$ cat src/rtl/knn_pkg.sv
// Shared widths, defaults and queue entry types for the k-nearest-neighbour selector.
package knn_pkg;

   localparam int IDX_W = 12;
   localparam int DIST_W = 24;
   localparam int NUCLEI_W = 17;
   localparam int MAX_NEIGHBOURS_DEF = 16;
   localparam int MAX_NUCLEI_DEF = 4096;
   localparam int QUEUE_DEPTH = 4;

   typedef struct packed {
      logic [DIST_W-1:0] distance;
      logic [IDX_W-1:0]  idx;
      logic              keep;
      logic              last;
      logic [IDX_W-1:0]  query;
   } knn_cand_type;

   typedef struct packed {
      logic         valid;
      knn_cand_type cand;
   } knn_queue_type;

endpackage

$ cat src/rtl/knn_if.sv
// Request and result channel interfaces of the k-nearest-neighbour selector.
interface knn_req_if
   import knn_pkg::*;
   ();
   logic              valid;
   logic              ready;
   logic [IDX_W-1:0]  query_index;
   logic [IDX_W-1:0]  candidate_index;
   logic [DIST_W-1:0] separation;
   logic signed [DIST_W-1:0] query_shift;
   logic signed [DIST_W-1:0] candidate_shift;
   logic              final_candidate;

   modport source (output valid, query_index, candidate_index, separation, query_shift,
                   candidate_shift, final_candidate, input ready);
   modport sink (input valid, query_index, candidate_index, separation, query_shift,
                 candidate_shift, final_candidate, output ready);
endinterface

interface knn_rsp_if
   import knn_pkg::*;
   ();
   logic             valid;
   logic             ready;
   logic [IDX_W-1:0] neighbour_index;
   logic             neighbour_valid;
   logic             final_result;

   modport source (output valid, neighbour_index, neighbour_valid, final_result, input ready);
   modport sink (input valid, neighbour_index, neighbour_valid, final_result, output ready);
endinterface

$ cat src/rtl/k_nearest_neighbour_select.sv
// Top level of the k-nearest-neighbour selector: front end, queue and back end.
//
//   Channel   Direction  Handshake                 Contents
//   req_bus   in         valid/ready               one candidate of a query run
//   rsp_bus   out        valid/ready               one selected neighbour index
//   csr_*     in         write enable, no wait     shift_mode register
//
// During a run one request is taken per cycle while the queue has room; the
// insertion list compares all kept entries at once and the four-entry queue
// absorbs back-end pauses. After the final request the back end gathers the
// qualifying indices in order, then emits each one through the output register.
// Reset is synchronous and clears the list, the queue and the register.
// Either side may stall at any time; the output register holds a result until taken.
module k_nearest_neighbour_select
   import knn_pkg::*;
#(
   parameter int MAX_NEIGHBOURS = MAX_NEIGHBOURS_DEF,
   parameter int MAX_NUCLEI = MAX_NUCLEI_DEF
) (
   input  logic      clock,
   input  logic      reset,
   input  logic      csr_write_enable,
   input  logic      csr_write_data,
   knn_req_if.sink   req_bus,
   knn_rsp_if.source rsp_bus
);

   knn_queue_type queue_head;
   logic          queue_pop;

   knn_front #(
      .MAX_NUCLEI(MAX_NUCLEI)
   ) u_front (
      .clock(clock),
      .reset(reset),
      .csr_write_enable(csr_write_enable),
      .csr_write_data(csr_write_data),
      .req_bus(req_bus),
      .queue_head(queue_head),
      .queue_pop(queue_pop)
   );

   knn_back #(
      .MAX_NEIGHBOURS(MAX_NEIGHBOURS)
   ) u_back (
      .clock(clock),
      .reset(reset),
      .queue_head(queue_head),
      .queue_pop(queue_pop),
      .rsp_bus(rsp_bus)
   );

endmodule

$ cat src/rtl/knn_front.sv
// Front end: register, distance computation, candidate filtering and a short queue.
module knn_front
   import knn_pkg::*;
#(
   parameter int MAX_NUCLEI = MAX_NUCLEI_DEF
) (
   input  logic          clock,
   input  logic          reset,
   input  logic          csr_write_enable,
   input  logic          csr_write_data,
   knn_req_if.sink       req_bus,
   output knn_queue_type queue_head,
   input  logic          queue_pop
);

   localparam int QPW = $clog2(QUEUE_DEPTH);

   logic                 shift_mode_ff;
   knn_cand_type         mem_ff [QUEUE_DEPTH];
   logic [QPW-1:0]       wr_ptr_ff, wr_ptr_in;
   logic [QPW-1:0]       rd_ptr_ff, rd_ptr_in;
   logic [QPW:0]         count_ff, count_in;
   logic signed [DIST_W:0] diff;
   logic [DIST_W:0]      diff_abs;
   knn_cand_type         cand;
   logic                 push;
   logic                 pop;

   assign diff = {req_bus.query_shift[DIST_W-1], req_bus.query_shift}
               - {req_bus.candidate_shift[DIST_W-1], req_bus.candidate_shift};
   assign diff_abs = diff[DIST_W] ? (-diff) : diff;

   always_comb begin
      cand.distance = shift_mode_ff ? diff_abs[DIST_W-1:0] : req_bus.separation;
      cand.idx = req_bus.candidate_index;
      cand.keep = (req_bus.candidate_index != req_bus.query_index)
                && ({{(NUCLEI_W-IDX_W){1'b0}}, req_bus.candidate_index}
                    < NUCLEI_W'(MAX_NUCLEI));
      cand.last = req_bus.final_candidate;
      cand.query = req_bus.query_index;
   end

   assign req_bus.ready = (count_ff != (QPW+1)'(QUEUE_DEPTH));
   assign push = req_bus.valid && req_bus.ready;
   assign pop = queue_pop && (count_ff != '0);

   assign queue_head.valid = (count_ff != '0);
   assign queue_head.cand = mem_ff[rd_ptr_ff];

   always_comb begin
      wr_ptr_in = push ? wr_ptr_ff + 1'b1 : wr_ptr_ff;
      rd_ptr_in = pop ? rd_ptr_ff + 1'b1 : rd_ptr_ff;
      count_in = count_ff + (QPW+1)'(push) - (QPW+1)'(pop);
   end

   always_ff @(posedge clock) begin
      if (reset) begin
         shift_mode_ff <= 1'b0;
         wr_ptr_ff <= '0;
         rd_ptr_ff <= '0;
         count_ff <= '0;
      end else begin
         if (csr_write_enable) begin
            shift_mode_ff <= csr_write_data;
         end
         wr_ptr_ff <= wr_ptr_in;
         rd_ptr_ff <= rd_ptr_in;
         count_ff <= count_in;
      end
   end

   always_ff @(posedge clock) begin
      if (push) begin
         mem_ff[wr_ptr_ff] <= cand;
      end
   end

endmodule

$ cat src/rtl/knn_back.sv
// Back end: sorted insertion list, index-ordered gather and result output register.
module knn_back
   import knn_pkg::*;
#(
   parameter int MAX_NEIGHBOURS = MAX_NEIGHBOURS_DEF
) (
   input  logic          clock,
   input  logic          reset,
   input  knn_queue_type queue_head,
   output logic          queue_pop,
   knn_rsp_if.source     rsp_bus
);

   localparam int K = MAX_NEIGHBOURS;
   localparam int CW = $clog2(K + 1);

   typedef enum logic [2:0] {
      ST_RUN    = 3'b001,
      ST_GATHER = 3'b010,
      ST_EMIT   = 3'b100
   } back_state_type;

   back_state_type    state_ff, state_in;
   logic [DIST_W-1:0] dist_ff [K];
   logic [DIST_W-1:0] dist_in [K];
   logic [IDX_W-1:0]  didx_ff [K];
   logic [IDX_W-1:0]  didx_in [K];
   logic [CW-1:0]     dcount_ff, dcount_in;
   logic [IDX_W-1:0]  sel_ff [K];
   logic [IDX_W-1:0]  sel_in [K];
   logic [CW-1:0]     scount_ff, scount_in;
   logic [IDX_W-1:0]  query_ff, query_in;
   logic              rsp_valid_ff, rsp_valid_in;
   logic [IDX_W-1:0]  rsp_index_ff, rsp_index_in;
   logic              rsp_nvalid_ff, rsp_nvalid_in;
   logic              rsp_final_ff, rsp_final_in;
   logic              out_free;
   logic              load;
   logic [K-1:0]      dless;
   logic [K-1:0]      sless;
   logic              dup;
   logic [IDX_W-1:0]  head_idx;
   knn_cand_type      cand;

   assign cand = queue_head.cand;
   assign out_free = !rsp_valid_ff || rsp_bus.ready;
   assign queue_pop = (state_ff == ST_RUN) && queue_head.valid;
   assign head_idx = didx_ff[0];

   always_comb begin
      for (int j = 0; j < K; j++) begin
         dless[j] = (CW'(j) < dcount_ff)
                  && !((cand.distance < dist_ff[j])
                       || ((cand.distance == dist_ff[j]) && (cand.idx < didx_ff[j])));
         sless[j] = (CW'(j) < scount_ff) && (sel_ff[j] < head_idx);
      end
      dup = 1'b0;
      for (int j = 0; j < K; j++) begin
         if ((CW'(j) < scount_ff) && (sel_ff[j] == head_idx)) begin
            dup = 1'b1;
         end
      end
   end

   always_comb begin
      state_in = state_ff;
      dist_in = dist_ff;
      didx_in = didx_ff;
      dcount_in = dcount_ff;
      sel_in = sel_ff;
      scount_in = scount_ff;
      query_in = query_ff;
      load = 1'b0;
      rsp_index_in = rsp_index_ff;
      rsp_nvalid_in = rsp_nvalid_ff;
      rsp_final_in = rsp_final_ff;
      case (state_ff)
         ST_RUN: begin
            if (queue_head.valid) begin
               if (cand.keep && !((dcount_ff == CW'(K)) && dless[K-1])) begin
                  for (int j = 0; j < K; j++) begin
                     if (!dless[j]) begin
                        if (j == 0) begin
                           dist_in[j] = cand.distance;
                           didx_in[j] = cand.idx;
                        end else if (dless[j-1]) begin
                           dist_in[j] = cand.distance;
                           didx_in[j] = cand.idx;
                        end else begin
                           dist_in[j] = dist_ff[j-1];
                           didx_in[j] = didx_ff[j-1];
                        end
                     end
                  end
                  if (dcount_ff != CW'(K)) begin
                     dcount_in = dcount_ff + 1'b1;
                  end
               end
               if (cand.last) begin
                  query_in = cand.query;
                  state_in = ST_GATHER;
               end
            end
         end
         ST_GATHER: begin
            if (dcount_ff == '0) begin
               state_in = ST_EMIT;
            end else begin
               for (int j = 0; j < K - 1; j++) begin
                  dist_in[j] = dist_ff[j+1];
                  didx_in[j] = didx_ff[j+1];
               end
               dcount_in = dcount_ff - 1'b1;
               if ((head_idx > query_ff) && !dup) begin
                  for (int j = 0; j < K; j++) begin
                     if (!sless[j]) begin
                        if (j == 0) begin
                           sel_in[j] = head_idx;
                        end else if (sless[j-1]) begin
                           sel_in[j] = head_idx;
                        end else begin
                           sel_in[j] = sel_ff[j-1];
                        end
                     end
                  end
                  scount_in = scount_ff + 1'b1;
               end
            end
         end
         ST_EMIT: begin
            if (out_free) begin
               load = 1'b1;
               if (scount_ff == '0) begin
                  rsp_index_in = '0;
                  rsp_nvalid_in = 1'b0;
                  rsp_final_in = 1'b1;
                  state_in = ST_RUN;
               end else begin
                  rsp_index_in = sel_ff[0];
                  rsp_nvalid_in = 1'b1;
                  rsp_final_in = (scount_ff == CW'(1));
                  for (int j = 0; j < K - 1; j++) begin
                     sel_in[j] = sel_ff[j+1];
                  end
                  scount_in = scount_ff - 1'b1;
                  if (scount_ff == CW'(1)) begin
                     state_in = ST_RUN;
                  end
               end
            end
         end
         default: begin
            state_in = ST_RUN;
         end
      endcase
      if (load) begin
         rsp_valid_in = 1'b1;
      end else if (rsp_bus.ready) begin
         rsp_valid_in = 1'b0;
      end else begin
         rsp_valid_in = rsp_valid_ff;
      end
   end

   always_ff @(posedge clock) begin
      if (reset) begin
         state_ff <= ST_RUN;
         dcount_ff <= '0;
         scount_ff <= '0;
         rsp_valid_ff <= 1'b0;
      end else begin
         state_ff <= state_in;
         dcount_ff <= dcount_in;
         scount_ff <= scount_in;
         rsp_valid_ff <= rsp_valid_in;
      end
   end

   always_ff @(posedge clock) begin
      dist_ff <= dist_in;
      didx_ff <= didx_in;
      sel_ff <= sel_in;
      query_ff <= query_in;
      rsp_index_ff <= rsp_index_in;
      rsp_nvalid_ff <= rsp_nvalid_in;
      rsp_final_ff <= rsp_final_in;
   end

   assign rsp_bus.valid = rsp_valid_ff;
   assign rsp_bus.neighbour_index = rsp_index_ff;
   assign rsp_bus.neighbour_valid = rsp_nvalid_ff;
   assign rsp_bus.final_result = rsp_final_ff;

endmodule

$ cat src/flat_wrapper.sv
// flat-port wrapper written by rule: the top's interface ports become plain ports
module k_nearest_neighbour_select_flat import knn_pkg::*;
#(
   parameter int MAX_NEIGHBOURS = MAX_NEIGHBOURS_DEF,
   parameter int MAX_NUCLEI = MAX_NUCLEI_DEF
)
  (clock, reset, csr_write_enable, csr_write_data, req_bus_valid, req_bus_query_index, req_bus_candidate_index, req_bus_separation, req_bus_query_shift, req_bus_candidate_shift, req_bus_final_candidate, req_bus_ready, rsp_bus_valid, rsp_bus_neighbour_index, rsp_bus_neighbour_valid, rsp_bus_final_result, rsp_bus_ready);
  knn_req_if req_bus_i ();
  knn_rsp_if rsp_bus_i ();
  input  logic clock;
  input  logic reset;
  input  logic csr_write_enable;
  input  logic csr_write_data;
  input wire logic [$bits(req_bus_i.valid)-1:0] req_bus_valid;
  input wire logic [$bits(req_bus_i.query_index)-1:0] req_bus_query_index;
  input wire logic [$bits(req_bus_i.candidate_index)-1:0] req_bus_candidate_index;
  input wire logic [$bits(req_bus_i.separation)-1:0] req_bus_separation;
  input wire logic [$bits(req_bus_i.query_shift)-1:0] req_bus_query_shift;
  input wire logic [$bits(req_bus_i.candidate_shift)-1:0] req_bus_candidate_shift;
  input wire logic [$bits(req_bus_i.final_candidate)-1:0] req_bus_final_candidate;
  output wire logic [$bits(req_bus_i.ready)-1:0] req_bus_ready;
  output wire logic [$bits(rsp_bus_i.valid)-1:0] rsp_bus_valid;
  output wire logic [$bits(rsp_bus_i.neighbour_index)-1:0] rsp_bus_neighbour_index;
  output wire logic [$bits(rsp_bus_i.neighbour_valid)-1:0] rsp_bus_neighbour_valid;
  output wire logic [$bits(rsp_bus_i.final_result)-1:0] rsp_bus_final_result;
  input wire logic [$bits(rsp_bus_i.ready)-1:0] rsp_bus_ready;
  assign req_bus_i.valid = req_bus_valid;
  assign req_bus_i.query_index = req_bus_query_index;
  assign req_bus_i.candidate_index = req_bus_candidate_index;
  assign req_bus_i.separation = req_bus_separation;
  assign req_bus_i.query_shift = req_bus_query_shift;
  assign req_bus_i.candidate_shift = req_bus_candidate_shift;
  assign req_bus_i.final_candidate = req_bus_final_candidate;
  assign req_bus_ready = req_bus_i.ready;
  assign rsp_bus_valid = rsp_bus_i.valid;
  assign rsp_bus_neighbour_index = rsp_bus_i.neighbour_index;
  assign rsp_bus_neighbour_valid = rsp_bus_i.neighbour_valid;
  assign rsp_bus_final_result = rsp_bus_i.final_result;
  assign rsp_bus_i.ready = rsp_bus_ready;
  k_nearest_neighbour_select #(.MAX_NEIGHBOURS(MAX_NEIGHBOURS), .MAX_NUCLEI(MAX_NUCLEI)) u_core (.clock(clock), .reset(reset), .csr_write_enable(csr_write_enable), .csr_write_data(csr_write_data), .req_bus(req_bus_i), .rsp_bus(rsp_bus_i));
endmodule
$ cat config.mk
export PLATFORM = sky130hd
export DESIGN_NAME = k_nearest_neighbour_select_flat
export DESIGN_NICKNAME = d
export VERILOG_FILES = /design/src/rtl/knn_pkg.sv /design/src/rtl/knn_if.sv /design/src/rtl/k_nearest_neighbour_select.sv /design/src/rtl/knn_front.sv /design/src/rtl/knn_back.sv /design/src/flat_wrapper.sv
export SDC_FILE = /design/constraint.sdc
export NUM_CORES = 2
export LEC_CHECK = 0
export ABC_AREA = 1
export BUFFER_PORTS_ARGS = -buffer_cell sky130_fd_sc_hd__buf_2
export CAP_MARGIN = 5
export CELL_PAD_IN_SITES_DETAIL_PLACEMENT = 1
export CELL_PAD_IN_SITES_GLOBAL_PLACEMENT = 1
export CORE_MARGIN = 4
export CORE_UTILIZATION = 50
export CTS_CLUSTER_DIAMETER = 50
export CTS_CLUSTER_SIZE = 12
export DETAILED_ROUTE_END_ITERATION = 10
export PLACE_DENSITY = 0.79
export SKIP_CTS_REPAIR_TIMING = 1
export SLEW_MARGIN = 15
export SYNTH_ARGS = -nofsm -noshare
export SYNTH_HDL_FRONTEND = slang
export SYNTH_SLANG_ARGS = --single-unit
$ cat constraint.sdc
create_clock -name clock -period 13.4 [get_ports clock]
set_input_delay 2.01 -clock clock [delete_from_list [all_inputs] [get_ports clock]]
set_output_delay 2.01 -clock clock [all_outputs]
set_load 0.01 [all_outputs]
==> results.cfg <==
[run_status]
status = finished clean

[synthesis]
yosys_register_bits = 1018
async_flop_share_pct = 0
synth_edf_count = 994
ys_seq_area_share_pct = 42.8
synth_most_common_cell = nand2_1
synthAdderAreaFrac_pct = 14.2
synth_top_family_by_area = compound AO/OA/AOI/OAI gates
synth_cells = 7818
netlist.area_leader.share_pct = 42.1
synth_commonest_cells = 1566 x nand2_1, 1054 x inv_1, 994 x edfxtp_1
synth_area_sq_um = 70900
synth_xor_xnor_area_share_pct = 0.445
synth-simple-area-share_pct = 12.8
syn-num-nets = 8725
synthTopCellsByArea = edfxtp_1 42%, ha_1 14%, nand2_1 8.3%, o22ai_2 5.9%, inv_1 5.6%
synth_ff_type = edfxtp_1
yosysTopAreaCell = edfxtp_1
muxShareOfSynthArea_pct = 0
synth_compound_area_share_pct = 21.4
avgSynthCellArea_sq_um = 9.06
ys_warn_count = 0
ys_types = 52

[critical_path]
ff2ff_path_depth = 19
path_delay_family = buffers and inverters
crit_top_cell = buf_4
slowest_stage = buf_4
max_stage_delay_ns = 0.98
crit_type = flip-flop to flip-flop
r2r_end = u_core.u_back.didx_ff[73]
path_max_fanout = 94
end_kind = flip-flop
worst_setup_path_start_kind = flip-flop
path_buf_inv = 6
worstPathArrival_ns = 8.02
regToRegSetupSlack_ns = 5.86
worstPathCellList = clkinv_2 -> buf_4 -> a21oi_1 -> a32oi_2 -> buf_4 -> ha_1 -> nand2_1 -> nor2_1 -> nand4_1 -> nor2_1 -> o21ai_0 -> o211ai_1 -> nand4_1 -> nand2_1 -> nor2_4 -> inv_8 -> buf_4 -> buf_4 -> o22ai_2
critical_path_required_ns = 13.87

[sta]
setup_viol = 0
rsz0062_at_grt = false
finalHoldViolCount = 0
whs_ns = 0.497
worst_slack_ns = 5.86
tightest_slew_ns = 1.34
relSlewSlack_pct = 10.2
slew_violations = 0
fmax_mhz = 133
finalClockSkew_ns = 0.0420
fin_crit_sh_pct = 56.3
finalSetupTns_ns = 0
final.min_clock_period_ns = 7.54

[place]
post_dp_cell_area_sq_um = 73500
gp_congestion = 0.903
pre_cts_slack_ns = 6.05
dp_hpwl_mm = 173
port_buffers = 118

[die]
start_util_pct = 50.5
die_area_sq_um = 148000
die_h_um = 384
num_rows = 137
core_area_sq_um = 140000
die_x_um = 384
io_pins = 119

[routing]
ant_nets = 0
dr.pass1.iters = 6
drcViolationCount = 0
wl_per_cell_um = 25.5
routed-via-count = 61900
drt_iter0_drc = 5603
viasPerCell = 6.31
wirelength_mm = 250

[clocking]
clock_tree.root_cell = clkbuf_16
clkTransAtPathRegs_ns = 0.06
cts_buffers = 146
clkLatencyLatePin_ns = 0.80
numClockSinks = 1018
cts_max_level = 4
clockBufferDepth = 3
cts_tree = done

[global_route]
grt_pass1_vias = 64700
grt_antenna_before_repair = 6
grt_start_max_net_pins = 183
grt_usage_pct = 33.0
grt_pass1_wl_mm = 381
overflow = 0

[finish]
design_area_sq_um = 78400
fillers = 16200
areaGrowthSynthToFinish_pct = 10.7
fin_nets = 8716
drive_above_1_share_pct = 11.7

[min_path]
worstHoldStart = u_core.u_back.state_ff[2]
hold_depth = 2
hold_end = u_core.u_back.state_ff[2]
hold_class = flip-flop to flip-flop

[run]
max-cap-violations = 0
logic make-up after synthesis:
group                      count (synthesis)
xor gates and xnor gates                  36
DFF                                     1018
AOI/OAI and AO/OA                       2246
and+or+nand+nor                         2226
adders and majority gates                804
buffers and inverters                   1488
sequential cells by signal, indices dropped and copies added (netlist names), named ones only:
| name | flops |
|---|---|
| u_core.u_back.dist_ff | 384 |
| u_core.u_front.mem_ff | 200 |
| u_core.u_back.sel_ff | 192 |
| u_core.u_back.didx_ff | 180 |
| u_core.u_back.head_idx | 12 |
| u_core.u_back.query_ff | 12 |
| u_core.u_back.rsp_bus.neighbour_index | 12 |
| u_core.u_back.dcount_ff | 5 |
| u_core.u_back.scount_ff | 5 |
| u_core.u_back.state_ff | 3 |
| u_core.u_front.count_ff | 3 |
| u_core.u_front.rd_ptr_ff | 2 |
| u_core.u_front.wr_ptr_ff | 2 |
| u_core.u_back.rsp_bus.final_result | 1 |
| u_core.u_back.rsp_bus.neighbour_valid | 1 |
| u_core.u_back.rsp_bus.valid | 1 |
| u_core.u_front.shift_mode_ff | 1 |
cell type report:
class                           instances  area [sq um]  area share [%]
Multi-Input combinational cell       5312         35200            44.8
Inverter                             1075          4050            5.16
Antenna cell                            1          2.50         0.00319
Clock inverter                         96          1050            1.34
Tap cell                             1876          2350            2.99
Timing Repair Buffer                  256          1660            2.11
Clock buffer                          170          3850            4.91
Sequential cell                      1018         30300            38.7
worst min-delay path: stages, from the launching register on:
cell     delay [ns]
dfxtp_1        0.32
nand2_1        0.07
a21oi_1        0.05
cell usage in the layout, fill, tap and decap left out, types with 7 or more instances in the layout:
cell type | synthesis | final
nor2_1 | 276 | 252
bufinv_16 | 0 | 16
inv_1 | 1054 | 1052
xnor2_1 | 7 | 7
dfxtp_1 | 24 | 23
clkbuf_1 | 323 | 18
o211ai_1 | 176 | 176
inv_2 | 6 | 7
clkinv_2 | 0 | 25
nand3_2 | 0 | 13
a21oi_1 | 461 | 458
buf_2 | 40 | 118
nor3_1 | 66 | 65
o22ai_2 | 336 | 336
clkinv_4 | 0 | 9
o221ai_1 | 22 | 22
o21ai_1 | 27 | 27
nor4_1 | 17 | 16
o21a_1 | 34 | 34
and3_1 | 8 | 8
nor2_4 | 1 | 21
clkinvlp_4 | 0 | 15
o21ai_0 | 750 | 750
nand4_1 | 102 | 102
o22ai_1 | 311 | 311
clkinv_1 | 15 | 27
o31ai_1 | 39 | 39
a32oi_2 | 0 | 34
nand3b_1 | 11 | 11
clkbuf_16 | 0 | 150
o21bai_1 | 8 | 8
nand3_1 | 168 | 153
a211oi_1 | 15 | 15
buf_4 | 1 | 135
inv_6 | 0 | 13
ha_1 | 802 | 802
xor2_1 | 29 | 29
edfxtp_1 | 994 | 994
nand2_1 | 1566 | 1566
per-layer routing:
metal | part of all wire [%] | track usage, %
met5 | 0.018 | 0
met4 | 4.5 | 14.3
met3 | 6.5 | 5.26
met2 | 48 | 55.7
met1 | 41 | 41.9
worst max-delay path by stage:
stage          startpoint                   endpoint  slack [ns]  cells after the start
4_1_cts         flip-flop  u_core.u_back.didx_ff[73]        5.99                     19
6_report        flip-flop  u_core.u_back.didx_ff[73]        5.86                     19
5_1_grt         flip-flop  u_core.u_back.didx_ff[73]        5.44                     19
3_3_place_gp    flip-flop  u_core.u_back.didx_ff[74]        6.32                     19
2_1_floorplan   flip-flop  u_core.u_back.didx_ff[12]        7.80                     17
3_5_place_dp    flip-flop  u_core.u_back.didx_ff[55]        6.05                     19
stage by stage:
stage                     utilization, %  instances
after floorplan                        -       7818
after global placement              52.4       9536
after detailed placement            52.4       9536
after CTS                           55.9       9802
after global routing                55.9       9803
final                               55.9       9804
Power is not shown: default switching activity piles up to over one toggle a cycle in this logic, so the estimate is an artifact.
